===== src/sv/ued_pkg.sv =====
// ----------------------------------------------------------------------------
// ued_pkg
// Shared types, character codes and hex helpers for the percent decoder.
// ----------------------------------------------------------------------------
package ued_pkg;

  localparam logic [7:0] PCT_CHAR   = 8'h25;
  localparam logic [7:0] PLUS_CHAR  = 8'h2B;
  localparam logic [7:0] SPACE_CHAR = 8'h20;

  localparam int QUEUE_DEPTH = 4;
  localparam int QPTR_W      = $clog2(QUEUE_DEPTH);

  // What the front end holds back between bytes
  typedef enum logic [1:0] {
    PEND_NONE,
    PEND_PCT,
    PEND_DIGIT
  } pend_t;

  // Up to three output bytes produced by one input byte
  typedef struct packed {
    logic [2:0][7:0] bytes;
    logic [1:0]      cnt;
    logic            last;
  } cmd_t;

  function automatic logic is_hex(input logic [7:0] c);
    return (c >= 8'h30 && c <= 8'h39) ||
           (c >= 8'h61 && c <= 8'h66) ||
           (c >= 8'h41 && c <= 8'h46);
  endfunction

  function automatic logic [3:0] hex_val(input logic [7:0] c);
    logic [3:0] v;
    if (c >= 8'h30 && c <= 8'h39) begin
      v = c[3:0];
    end else if ((c >= 8'h61 && c <= 8'h66) || (c >= 8'h41 && c <= 8'h46)) begin
      // 'a'/'A' have low nibble 1
      v = c[3:0] + 4'd9;
    end else begin
      v = 4'd0;
    end
    return v;
  endfunction

endpackage


===== src/sv/ued_in_if.sv =====
// ----------------------------------------------------------------------------
// ued_in_if
// Encoded byte stream channel: valid/ready with byte and end-of-message flag.
// ----------------------------------------------------------------------------
interface ued_in_if;
  logic       valid;
  logic       ready;
  logic [7:0] in_byte;
  logic       in_last;

  modport source (output valid, output in_byte, output in_last, input ready);
  modport sink   (input valid, input in_byte, input in_last, output ready);
endinterface


===== src/sv/ued_out_if.sv =====
// ----------------------------------------------------------------------------
// ued_out_if
// Decoded byte stream channel: valid/ready with byte and end-of-message flag.
// ----------------------------------------------------------------------------
interface ued_out_if;
  logic       valid;
  logic       ready;
  logic [7:0] out_byte;
  logic       out_last;

  modport source (output valid, output out_byte, output out_last, input ready);
  modport sink   (input valid, input out_byte, input out_last, output ready);
endinterface


===== src/sv/ued_front.sv =====
// ----------------------------------------------------------------------------
// ued_front
// Accepts encoded bytes, tracks escape state and builds output commands.
// ----------------------------------------------------------------------------
module ued_front (
  input  logic         clk,
  input  logic         rst_n,
  input  logic         plus_as_space,
  ued_in_if.sink       in_if,
  input  logic         q_full,
  output logic         push,
  output ued_pkg::cmd_t push_cmd
);
  import ued_pkg::*;

  pend_t      pend_r, pend_nxt, pend_step;
  logic [7:0] held_r, held_nxt;
  logic       accept;
  logic       hex;
  logic [3:0] val;

  assign in_if.ready = !q_full;
  assign accept      = in_if.valid && in_if.ready;
  assign hex         = is_hex(in_if.in_byte);
  assign val         = hex_val(in_if.in_byte);

  // Next state
  always_comb begin
    case (pend_r)
      PEND_PCT: begin
        if (hex) pend_step = PEND_DIGIT;
        else     pend_step = (in_if.in_byte == PCT_CHAR) ? PEND_PCT : PEND_NONE;
      end
      default: begin
        if (pend_r == PEND_DIGIT && hex) pend_step = PEND_NONE;
        else pend_step = (in_if.in_byte == PCT_CHAR) ? PEND_PCT : PEND_NONE;
      end
    endcase
    pend_nxt = in_if.in_last ? PEND_NONE : pend_step;
    held_nxt = (pend_r == PEND_PCT && hex) ? in_if.in_byte : held_r;
  end

  // Output command
  always_comb begin
    logic [2:0][7:0] b;
    logic [1:0]      n;
    logic            run_idle;
    b        = '0;
    n        = 2'd0;
    run_idle = 1'b0;
    case (pend_r)
      PEND_PCT: begin
        if (!hex) begin
          b[n] = PCT_CHAR;
          n    = n + 2'd1;
          run_idle = 1'b1;
        end
      end
      PEND_DIGIT: begin
        if (hex) begin
          b[n] = {hex_val(held_r), val};
          n    = n + 2'd1;
        end else begin
          b[n] = PCT_CHAR;
          n    = n + 2'd1;
          b[n] = held_r;
          n    = n + 2'd1;
          run_idle = 1'b1;
        end
      end
      default: run_idle = 1'b1;
    endcase
    if (run_idle && in_if.in_byte != PCT_CHAR) begin
      b[n] = (plus_as_space && in_if.in_byte == PLUS_CHAR) ? SPACE_CHAR : in_if.in_byte;
      n    = n + 2'd1;
    end
    // flush whatever is still held at end of message
    if (in_if.in_last && pend_step != PEND_NONE) begin
      b[n] = PCT_CHAR;
      n    = n + 2'd1;
      if (pend_step == PEND_DIGIT) begin
        b[n] = in_if.in_byte;
        n    = n + 2'd1;
      end
    end
    push_cmd.bytes = b;
    push_cmd.cnt   = n;
    push_cmd.last  = in_if.in_last;
    push           = accept && (n != 2'd0);
  end

  always_ff @(posedge clk) begin
    if (!rst_n) begin
      pend_r <= PEND_NONE;
    end else if (accept) begin
      pend_r <= pend_nxt;
    end
  end

  always_ff @(posedge clk) begin
    if (accept) begin
      held_r <= held_nxt;
    end
  end

endmodule


===== src/sv/ued_queue.sv =====
// ----------------------------------------------------------------------------
// ued_queue
// Small command queue between the front end and the output sequencer.
// ----------------------------------------------------------------------------
module ued_queue (
  input  logic          clk,
  input  logic          rst_n,
  input  logic          push,
  input  ued_pkg::cmd_t push_cmd,
  output logic          full,
  input  logic          pop,
  output logic          head_valid,
  output ued_pkg::cmd_t head
);
  import ued_pkg::*;

  cmd_t              mem_r [QUEUE_DEPTH];
  logic [QPTR_W-1:0] wr_ptr_r, rd_ptr_r;
  logic [QPTR_W:0]   count_r;

  assign full       = (count_r == QPTR_W'(0) + (QPTR_W+1)'(QUEUE_DEPTH));
  assign head_valid = (count_r != '0);
  assign head       = mem_r[rd_ptr_r];

  always_ff @(posedge clk) begin
    if (push) begin
      mem_r[wr_ptr_r] <= push_cmd;
    end
  end

  always_ff @(posedge clk) begin
    if (!rst_n) begin
      wr_ptr_r <= '0;
      rd_ptr_r <= '0;
      count_r  <= '0;
    end else begin
      if (push) wr_ptr_r <= wr_ptr_r + QPTR_W'(1);
      if (pop)  rd_ptr_r <= rd_ptr_r + QPTR_W'(1);
      case ({push, pop})
        2'b10:   count_r <= count_r + (QPTR_W+1)'(1);
        2'b01:   count_r <= count_r - (QPTR_W+1)'(1);
        default: count_r <= count_r;
      endcase
    end
  end

endmodule


===== src/sv/ued_back.sv =====
// ----------------------------------------------------------------------------
// ued_back
// Steps through queued commands, one decoded byte per cycle while the receiver
// is ready, into the output register.
// ----------------------------------------------------------------------------
module ued_back (
  input  logic          clk,
  input  logic          rst_n,
  input  logic          head_valid,
  input  ued_pkg::cmd_t head,
  output logic          pop,
  ued_out_if.source     out_if
);
  import ued_pkg::*;

  logic [1:0] idx_r;
  logic       out_valid_r;
  logic [7:0] out_byte_r;
  logic       out_last_r;
  logic       load;
  logic       at_end;

  assign load   = head_valid && (!out_valid_r || out_if.ready);
  assign at_end = (idx_r == head.cnt - 2'd1);
  assign pop    = load && at_end;

  assign out_if.valid    = out_valid_r;
  assign out_if.out_byte = out_byte_r;
  assign out_if.out_last = out_last_r;

  always_ff @(posedge clk) begin
    if (!rst_n) begin
      idx_r       <= 2'd0;
      out_valid_r <= 1'b0;
    end else begin
      if (load) begin
        out_valid_r <= 1'b1;
        // advance within the command, rewind on its last byte
        idx_r       <= at_end ? 2'd0 : idx_r + 2'd1;
      end else if (out_if.ready) begin
        out_valid_r <= 1'b0;
      end
    end
  end

  always_ff @(posedge clk) begin
    if (load) begin
      out_byte_r <= head.bytes[idx_r];
      out_last_r <= head.last && at_end;
    end
  end

endmodule


===== src/sv/url_percent_decoder_core.sv =====
// ----------------------------------------------------------------------------
// url_percent_decoder_core
// Streaming URL percent decoder with optional plus-to-space translation.
//
//   channel   dir   handshake      payload
//   in_if     in    valid/ready    in_byte[7:0], in_last
//   out_if    out   valid/ready    out_byte[7:0], out_last
//   cfg_*     in    cfg_we         cfg_wdata = plus_as_space
//
// An input byte is taken every cycle while the command queue has room; it
// turns into zero to three decoded bytes. The output sequencer drives one
// decoded byte per cycle from the queue while the receiver is ready, so the
// sustained rate is one byte per cycle, with the input stalling only while
// the 4-entry queue is full. The first decoded byte passes the command queue
// and then the output register before it is offered on out_if.
// Reset (rst_n low, synchronous) empties the queue, drops held escape bytes
// and sets plus_as_space.
// ----------------------------------------------------------------------------
module url_percent_decoder_core (
  input  logic      clk,
  input  logic      rst_n,
  input  logic      cfg_we,
  input  logic      cfg_wdata,
  ued_in_if.sink    in_if,
  ued_out_if.source out_if
);
  import ued_pkg::*;

  logic plus_as_space_r;
  logic push, q_full, pop, head_valid;
  cmd_t push_cmd, head;

  always_ff @(posedge clk) begin
    if (!rst_n) begin
      plus_as_space_r <= 1'b1;
    end else if (cfg_we) begin
      plus_as_space_r <= cfg_wdata;
    end
  end

  ued_front u_front (
    .clk           (clk),
    .rst_n         (rst_n),
    .plus_as_space (plus_as_space_r),
    .in_if         (in_if),
    .q_full        (q_full),
    .push          (push),
    .push_cmd      (push_cmd)
  );

  ued_queue u_queue (
    .clk        (clk),
    .rst_n      (rst_n),
    .push       (push),
    .push_cmd   (push_cmd),
    .full       (q_full),
    .pop        (pop),
    .head_valid (head_valid),
    .head       (head)
  );

  ued_back u_back (
    .clk        (clk),
    .rst_n      (rst_n),
    .head_valid (head_valid),
    .head       (head),
    .pop        (pop),
    .out_if     (out_if)
  );

endmodule


===== src/flat_wrapper.sv =====
// flat-port wrapper written by rule: the top's interface ports become plain ports
module url_percent_decoder_core_flat import ued_pkg::*;
  (clk, rst_n, cfg_we, cfg_wdata, in_if_valid, in_if_in_byte, in_if_in_last, in_if_ready, out_if_valid, out_if_out_byte, out_if_out_last, out_if_ready);
  ued_in_if in_if_i ();
  ued_out_if out_if_i ();
  input  logic clk;
  input  logic rst_n;
  input  logic cfg_we;
  input  logic cfg_wdata;
  input wire logic [$bits(in_if_i.valid)-1:0] in_if_valid;
  input wire logic [$bits(in_if_i.in_byte)-1:0] in_if_in_byte;
  input wire logic [$bits(in_if_i.in_last)-1:0] in_if_in_last;
  output wire logic [$bits(in_if_i.ready)-1:0] in_if_ready;
  output wire logic [$bits(out_if_i.valid)-1:0] out_if_valid;
  output wire logic [$bits(out_if_i.out_byte)-1:0] out_if_out_byte;
  output wire logic [$bits(out_if_i.out_last)-1:0] out_if_out_last;
  input wire logic [$bits(out_if_i.ready)-1:0] out_if_ready;
  assign in_if_i.valid = in_if_valid;
  assign in_if_i.in_byte = in_if_in_byte;
  assign in_if_i.in_last = in_if_in_last;
  assign in_if_ready = in_if_i.ready;
  assign out_if_valid = out_if_i.valid;
  assign out_if_out_byte = out_if_i.out_byte;
  assign out_if_out_last = out_if_i.out_last;
  assign out_if_i.ready = out_if_ready;
  url_percent_decoder_core u_core (.clk(clk), .rst_n(rst_n), .cfg_we(cfg_we), .cfg_wdata(cfg_wdata), .in_if(in_if_i), .out_if(out_if_i));
endmodule

===== config.mk =====
export PLATFORM = sky130hd
export DESIGN_NAME = url_percent_decoder_core_flat
export DESIGN_NICKNAME = d
export VERILOG_FILES = /design/src/sv/ued_pkg.sv /design/src/sv/ued_in_if.sv /design/src/sv/ued_out_if.sv /design/src/sv/ued_front.sv /design/src/sv/ued_queue.sv /design/src/sv/ued_back.sv /design/src/sv/url_percent_decoder_core.sv /design/src/flat_wrapper.sv
export SDC_FILE = /design/constraint.sdc
export NUM_CORES = 1
export LEC_CHECK = 0
export BUFFER_PORTS_ARGS = -buffer_cell sky130_fd_sc_hd__buf_2
export CAP_MARGIN = 20
export CORE_MARGIN = 1
export CORE_UTILIZATION = 60
export CTS_BUF_LIST = sky130_fd_sc_hd__clkbuf_16
export CTS_CLUSTER_SIZE = 10
export DETAILED_ROUTE_END_ITERATION = 8
export GPL_TIMING_DRIVEN = 0
export PLACE_DENSITY = 0.78
export SLEW_MARGIN = 5
export SYNTH_ARGS = -nofsm -noshare
export SYNTH_HDL_FRONTEND = slang
export SYNTH_SLANG_ARGS = --single-unit

===== constraint.sdc =====
create_clock -name clk -period 6.3 [get_ports clk]
set_input_delay 0.315 -clock clk [delete_from_list [all_inputs] [get_ports clk]]
set_output_delay 0.315 -clock clk [all_outputs]
set_load 0.02 [all_outputs]

==> results.sh, run 1 <==
export IMPL_status="completed"
export IMPL_io_pins=26
export IMPL_grt_usage=0.2561
export IMPL_fin_skew_ps=9.367
export IMPL_cp_arrival_ps=4640
export IMPL_synth_top_family_by_area="multiplexers"
export IMPL_clock_latency_ps=420
export IMPL_dp_worst_setup_slack_ps=1687
export IMPL_drc=0
export IMPL_cap_violations=0
export IMPL_cts_sinks=140
export IMPL_wire_per_inst_um=20.98
export IMPL_yosysTopAreaCell="edfxtp_1"
export IMPL_io_buffers=25
export IMPL_rsz0062_at_grt="no"
export IMPL_firstDrtPassIters=5
export IMPL_finalCritPeriodShare=0.6822
export IMPL_cp_common_cell="ha_1"
export IMPL_cts_made_buffers=17
export IMPL_cellLeakagePower_nw=2.546
export IMPL_synth_fa_ha_area_frac=0.03433
export IMPL_drt_iter0_drc=378
export IMPL_die_x_um=105.4
export IMPL_syn_inst=423
export IMPL_synth_ff_type="edfxtp_1"
export IMPL_antenna_cells=0
export IMPL_fin_hold_ws_ps=83.99
export IMPL_postCtsSetupBuffers=0
export IMPL_cp_start_kind="input pin"
export IMPL_synth_distinct_cells=66
export IMPL_dp_cells=584
export IMPL_synth_compound_area_frac=0.08641
export IMPL_htreeDepth=4
export IMPL_dp_hpwl_mm=8.605
export IMPL_hold_path_endpoint="u_core.u_front.held_r[3]$_DFFE_PP_"
export IMPL_dieHeight_um=105.4
export IMPL_whs_path_depth=1
export IMPL_synth_top_cell_area_share=0.5851
export IMPL_relSlewSlack=0.3875
export IMPL_ys_ff_latch=140
export IMPL_grt_pass1_vias=3847
export IMPL_cts_root_buf="clkbuf_16"
export IMPL_grt_ovfl_total=0
export IMPL_rows=37
export IMPL_final_cell_mix="edfxtp_1 (125), buf_2 (31), mux4_2 (27)"
export IMPL_reg2reg_depth=14
export IMPL_muxShareOfSynthArea=0.1174
export IMPL_path_clk_slew_ps=60
export IMPL_critical_path_class="input pin to flip-flop"
export IMPL_routed_wl_mm=12.92
export IMPL_vias_per_cell=6.302
export IMPL_post_cts_resized=0
export IMPL_setup_slack_ps=2002
export IMPL_synth_edf_count=125
export IMPL_synth_cell_area_um2=6415
export IMPL_endpoint_kind="flip-flop"
export IMPL_place_congestion=0.9263
export IMPL_finalHoldViolCount=0
export IMPL_grt_first_pass_wirelength_mm=20.65
export IMPL_yosysWarningCount=0
export IMPL_postCtsHoldBufs=0
export IMPL_via_count=3882
export IMPL_ys_seq_area_frac=0.6319
export IMPL_setup_violations=0
export IMPL_tightest_slew_ps=916.4
export IMPL_stdcell_count=616
export IMPL_cp_cell_sequence="buf_2 -> inv_1 -> ha_1 -> or3b_1 -> and3_1 -> nor2_1 -> nand2_1 -> ha_1 -> a41oi_2 -> buf_4 -> a311oi_4 -> inv_1 -> ha_1 -> fa_1 -> xnor2_1 -> or3_1 -> a21boi_0"
export IMPL_max_stage_delay_ps=460
export IMPL_hold_start="in_if_in_byte[3]"
export IMPL_synthSimpleGateAreaFrac=0.08758
export IMPL_antenna_found_initial=0
export IMPL_tns_ps=0
export IMPL_hold_class="input pin to flip-flop"
export IMPL_r2r_start="u_core.u_front.pend_r[1]$_SDFFE_PN0P_"
export IMPL_r2r_end="u_core.u_queue.count_r[2]$_SDFFE_PN0P_"
export IMPL_antenna_left=0
export IMPL_crit_fanout=10
export IMPL_core_um2=10320
export IMPL_r2r_slack_ps=2560
export IMPL_grt_max_degree=28
export IMPL_cts_max_path_buffers=2
export IMPL_synth_nets=455
export IMPL_synth_async_sr_flop_share=0
export IMPL_area_delta_synth_final_pct=13.01
export IMPL_drv_slew=0
export IMPL_layout_commonest_cell="edfxtp_1"
export IMPL_synthXorXnorAreaFrac=0.01775
export IMPL_syn_avg_cell_area_um2=15.17
export IMPL_synth_area_leaders="edfxtp_1 (59%), mux4_2 (9.5%), dfxtp_1 (4.7%), ha_1 (3.1%), mux2i_1 (2.0%)"
export IMPL_drive_gt1_frac=0.2125
export IMPL_fmax_ghz=0.2327
export IMPL_tritoncts="yes"
export IMPL_dieArea_um2=11110
export IMPL_crit_required_ps=6640
export IMPL_period_needed_ps=4298
export IMPL_slowest_stage="ha_1"
export IMPL_ir_worst_vdd_mv=0.1661
export IMPL_p_per_area_nw_per_um2=372.6
export IMPL_fin_nets=499
export IMPL_initial_core_util=0.6214
-- sequential cells by signal, summed over array words and instances, names as in the netlist, named ones only --
name,count
u_core.u_back.out_if.valid,1
u_core.u_front.held_r,8
u_core.u_queue.wr_ptr_r,2
u_core.u_back.out_if.out_byte,8
u_core.u_back.out_if.out_last,1
u_core.plus_as_space_r,1
u_core.u_queue.mem_r,108
u_core.u_back.idx_r,2
u_core.u_queue.count_r,3
u_core.u_queue.rd_ptr_r,2
u_core.u_front.pend_r,2
-- cells by family (layout without fill, tap and decap cells) --
kind of cell | Yosys count | count (layout)
AO/OA/AOI/OAI | 75 | 75
XOR/XNOR | 13 | 13
adder cells (fa/ha/maj) | 17 | 17
buffers and inverters | 39 | 96
flip-flops | 140 | 140
multiplexers | 41 | 41
AND/OR/NAND/NOR | 98 | 98
-- final cells by class --
type | count | area, um2
fill | 656 | 3074
buffer | 16 | 71.32
sequential | 140 | 4054
clock buffer | 17 | 425.4
timing repair buffer | 25 | 125.1
multi-input combinational | 244 | 2208
inverter | 23 | 86.33
clock inverter | 15 | 108.9
tap | 136 | 170.2
-- report_power, final --
| group | switching [mW] | leakage, nW | total [mW] | internal (mW) |
|---|---|---|---|---|
| registers | 0.0429 | 1.33 | 1.20 | 1.16 |
| clock network | 0.366 | 0.260 | 0.898 | 0.532 |
| logic | 0.341 | 0.959 | 0.600 | 0.259 |
| total | 0.750 | 2.55 | 2.70 | 1.95 |
-- per-stage QoR --
step           instance area [um2]  power (mW)  utilization
3_3_place_gp                  6710       1.794       0.6500
3_5_place_dp                  6715       1.826       0.6505
5_1_grt                       7249       2.810       0.7022
2_1_floorplan                 6415       1.659            -
6_report                      7249       2.701       0.7022
4_1_cts                       7249       2.718       0.7022
-- Yosys cell counts, types with 6 or more instances --
| library cell | n |
|---|---|
| and2_1 | 12 |
| a22o_1 | 6 |
| and3_1 | 8 |
| edfxtp_1 | 125 |
| clkbuf_1 | 7 |
| nor2b_1 | 7 |
| mux4_2 | 27 |
| dfxtp_1 | 15 |
| o22ai_1 | 10 |
| ha_1 | 16 |
| o21ai_0 | 6 |
| nor3_1 | 11 |
| inv_1 | 23 |
| mux2i_1 | 13 |
| buf_2 | 6 |
| nor2_1 | 9 |
| a21oi_1 | 18 |
| nand2_1 | 22 |
| xnor2_1 | 11 |
-- metal layers --
metal  global-route usage  share of wire  routed length, um
met3              0.05257          0.062                796
met1               0.3274           0.41               5256
met5                    0              0                  0
met2               0.4314           0.51               6626
met4               0.1016          0.019                241
-- worst max-delay path by stage --
stage,start,end,cells after the start
finish,in_if_in_byte[0],u_core.u_queue.count_r[2]$_SDFFE_PN0P_,17
global route,in_if_in_byte[0],u_core.u_queue.count_r[2]$_SDFFE_PN0P_,17
CTS,in_if_in_byte[0],u_core.u_queue.count_r[2]$_SDFFE_PN0P_,17
detailed placement,in_if_in_byte[0],u_core.u_queue.count_r[2]$_SDFFE_PN0P_,17
global placement,in_if_in_byte[0],u_core.u_queue.mem_r[0][15]$_DFFE_PP_,12
floorplan,in_if_in_byte[0],u_core.u_queue.count_r[2]$_SDFFE_PN0P_,16
-- worst max-delay path: cells and delay by family --
family	cells	cell delay, ps
xor gates and xnor gates	1	140
and+or+nand+nor	5	1470
buffers and inverters	4	620
adders and majority gates	4	1300
AOI/OAI and AO/OA	3	780
No activity file was read; power rests on OpenSTA's default activity.
==> run 2: changes to the inputs <==
--- a/config.mk
+++ b/config.mk
@@ -8,12 +8,12 @@
 export BUFFER_PORTS_ARGS = -buffer_cell sky130_fd_sc_hd__buf_2
 export CAP_MARGIN = 20
 export CORE_MARGIN = 1
-export CORE_UTILIZATION = 60
+export CORE_UTILIZATION = 55
 export CTS_BUF_LIST = sky130_fd_sc_hd__clkbuf_16
 export CTS_CLUSTER_SIZE = 10
 export DETAILED_ROUTE_END_ITERATION = 8
 export GPL_TIMING_DRIVEN = 0
-export PLACE_DENSITY = 0.78
+export PLACE_DENSITY = 0.75
 export SLEW_MARGIN = 5
 export SYNTH_ARGS = -nofsm -noshare
 export SYNTH_HDL_FRONTEND = slang
==> constraint.sdc (replaced) <==
create_clock -name clk -period 3.6 [get_ports clk]
set_input_delay 0.18 -clock clk [delete_from_list [all_inputs] [get_ports clk]]
set_output_delay 0.18 -clock clk [all_outputs]
set_load 0.02 [all_outputs]
==> run 2 against run 1 <==
Effect of this change:
- global-route usage fell by 1.9 points
- via count fell by 0.46%
- die area rose by 8.9%
- cell count rose by 1.6%
- non-clock buffer count rose by 4
- critical path type unchanged
- design area rose by 2.3%
- critical endpoint unchanged
- count of clock-buffer cells in the layout did not move
- sequential cell count did not move
- register-to-register slack got worse by 2300 ps
==> results.sh, run 2 (synthesized netlist as in run 1, its figures left out) <==
export IMPL_cp_arrival_ps=3840
export IMPL_routed_wl_mm=13.01
export IMPL_cap_violations=0
export IMPL_largest_reg_flops=108
export IMPL_r2r_start="u_core.u_front.pend_r[0]$_SDFFE_PN0P_"
export IMPL_r2r_end="u_core.u_queue.count_r[2]$_SDFFE_PN0P_"
export IMPL_finalCritPeriodShare=0.9696
export IMPL_p_sw_frac=0.2653
export IMPL_status="completed"
export IMPL_fmax_ghz=0.2865
export IMPL_antenna_left=0
export IMPL_dp_hpwl_mm=8.342
export IMPL_io_buffers=25
export IMPL_r2r_slack_ps=250
export IMPL_reg2reg_depth=13
export IMPL_via_count=3864
export IMPL_relSlewSlack=0.3379
export IMPL_hold_class="input pin to flip-flop"
export IMPL_tns_ps=0
export IMPL_rows=39
export IMPL_antenna_cells=0
export IMPL_drive_gt1_frac=0.2360
export IMPL_core_um2=11370
export IMPL_cp_start_kind="input pin"
export IMPL_antenna_found_initial=0
export IMPL_dieHeight_um=110.0
export IMPL_cp_startpoint="in_if_in_byte[0]"
export IMPL_finalHoldViolCount=0
export IMPL_crit_fanout=10
export IMPL_die_x_um=110.0
export IMPL_regMostFlops="u_core.u_queue.mem_r"
export IMPL_stdcell_area_um2=7416
export IMPL_initial_core_util=0.5642
export IMPL_drc=0
export IMPL_p_int_mw=3.634
export IMPL_rsz0062_at_grt="no"
export IMPL_cts_made_buffers=17
export IMPL_slowest_stage="or3b_4"
export IMPL_finalPower_mw=4.946
export IMPL_grt_ovfl_total=0
export IMPL_setup_violations=0
export IMPL_cp_endpoint="u_core.u_queue.count_r[2]$_SDFFE_PN0P_"
export IMPL_crit_required_ps=3940
export IMPL_fin_nets=503
export IMPL_pwr_share_clk=0.363
export IMPL_final_cell_mix="edfxtp_1 (125), buf_2 (31), mux4_2 (27)"
export IMPL_path_clk_slew_ps=60
export IMPL_tightest_slew_ps=990.7
export IMPL_grt_pass1_vias=3755
export IMPL_critical_path_class="input pin to flip-flop"
export IMPL_p_sw_mw=1.312
export IMPL_drv_slew=0
export IMPL_area_delta_synth_final_pct=15.60
export IMPL_io_pins=26
export IMPL_ir_worst_vdd_mv=0.4714
export IMPL_p_per_area_nw_per_um2=666.9
export IMPL_pwr_share_comb=0.212
export IMPL_dp_cells=591
export IMPL_stdcell_count=626
export IMPL_cts_max_path_buffers=2
export IMPL_postPlaceCellArea_um2=6736
export IMPL_pwr_share_seq=0.425
export IMPL_grt_usage=0.2366
export IMPL_max_stage_delay_ps=400
export IMPL_grt_first_pass_wirelength_mm=20.31
export IMPL_firstDrtPassIters=6
export IMPL_place_congestion=0.9010
export IMPL_wire_per_inst_um=20.78
export IMPL_grt_max_degree=28
export IMPL_cp_cell_sequence="buf_2 -> inv_1 -> ha_1 -> or3b_4 -> and3_4 -> nor2_4 -> nand2_2 -> ha_4 -> a41oi_2 -> buf_4 -> a311oi_4 -> inv_1 -> ha_1 -> fa_1 -> xnor2_1 -> or3_1 -> a21boi_1"
export IMPL_fin_skew_ps=8.065
export IMPL_fin_hold_ws_ps=36.01
export IMPL_period_needed_ps=3491
export IMPL_endpoint_kind="flip-flop"
export IMPL_drt_iter0_drc=310
export IMPL_clock_latency_ps=420
export IMPL_dieArea_um2=12100
export IMPL_cellLeakagePower_nw=2.616
export IMPL_htreeDepth=4
export IMPL_vias_per_cell=6.173
export IMPL_cts_root_buf="clkbuf_16"
export IMPL_layout_commonest_cell="edfxtp_1"
export IMPL_tritoncts="yes"
export IMPL_cts_sinks=140
==> run 2: cell count changes in the layout (fill, tap and decap cells not counted), moves of 2 or more <==
cell / before / now
bufinv_16: 1 / 4
dlygate4sd3_1: 0 / 3
buf_4: 1 / 3
nand2_1: 22 / 20
and3_1: 8 / 6
nand2_2: 0 / 2
clkinv_1: 4 / 0
==> run 2: metal layers <==
metal,global-route usage,wire [um],part of all wire,vias to the layer above
li1,-,-,-,1744
met1,0.3052,5447,0.42,1969
met2,0.3960,6678,0.51,137
met3,0.05879,736,0.057,14
met4,0.07333,144,0.011,0
met5,0,0,0,-
==> run 2: timing repair <==
action | in CTS | in global routing
endpoints found under the setup margin | 1 | 109
hold buffers | 3 | 0
pin swaps | 1 | 2
gates resized for setup | 4 | 7
setup buffers | 1 | 1
endpoints found under the hold margin | 2 | 0
cloned | 0 | 0
==> run 2: worst min path at each step <==
stage,cells after the start,endpoint,from
after floorplan,0,u_core.u_front.held_r[0]$_DFFE_PP_,in_if_in_byte[0]
after global placement,1,u_core.u_front.held_r[3]$_DFFE_PP_,in_if_in_byte[3]
after detailed placement,1,u_core.u_front.held_r[3]$_DFFE_PP_,in_if_in_byte[3]
after CTS,1,u_core.u_front.held_r[1]$_DFFE_PP_,in_if_in_byte[1]
after global routing,1,u_core.u_front.held_r[5]$_DFFE_PP_,in_if_in_byte[5]
final,1,u_core.u_front.held_r[5]$_DFFE_PP_,in_if_in_byte[5]
==> run 2: worst max-delay path: cells and delay by family <==
kind	cells	cell delay, ps
AO/OA/AOI/OAI	3	570
XOR/XNOR	1	150
adder cells (fa/ha/maj)	4	1150
buffers and inverters	4	570
AND/OR/NAND/NOR	5	1200
==> run 2: final cells by class <==
| class | count | area (um2) |
|---|---|---|
| fillers | 780 | 3954 |
| clock inverters | 14 | 180.2 |
| clock buffers | 17 | 425.4 |
| plain buffers | 15 | 67.56 |
| repair buffers | 30 | 170.2 |
| flip-flops and latches | 140 | 4054 |
| multi-input cells | 244 | 2253 |
| well taps | 143 | 178.9 |
| inverters | 23 | 86.33 |
==> run 2: stage by stage <==
stage          utilization  worst slack (ps)
3_5_place_dp        0.5925            -631.6
6_report            0.6523             109.4
4_1_cts             0.6503             54.13
5_1_grt             0.6523             1.879
2_1_floorplan            -             12.93
3_3_place_gp        0.5921            -836.2
==> run 2: power by group through the flow <==
stage          Combinational, mW  Clock (mW)  Sequential [mW]
2_1_floorplan              0.707           0             2.20
3_3_place_gp                1.02           0             2.12
3_5_place_dp                1.04           0             2.13
4_1_cts                     1.06        1.81             2.10
5_1_grt                     1.15        1.88             2.12
6_report                    1.05        1.80             2.10
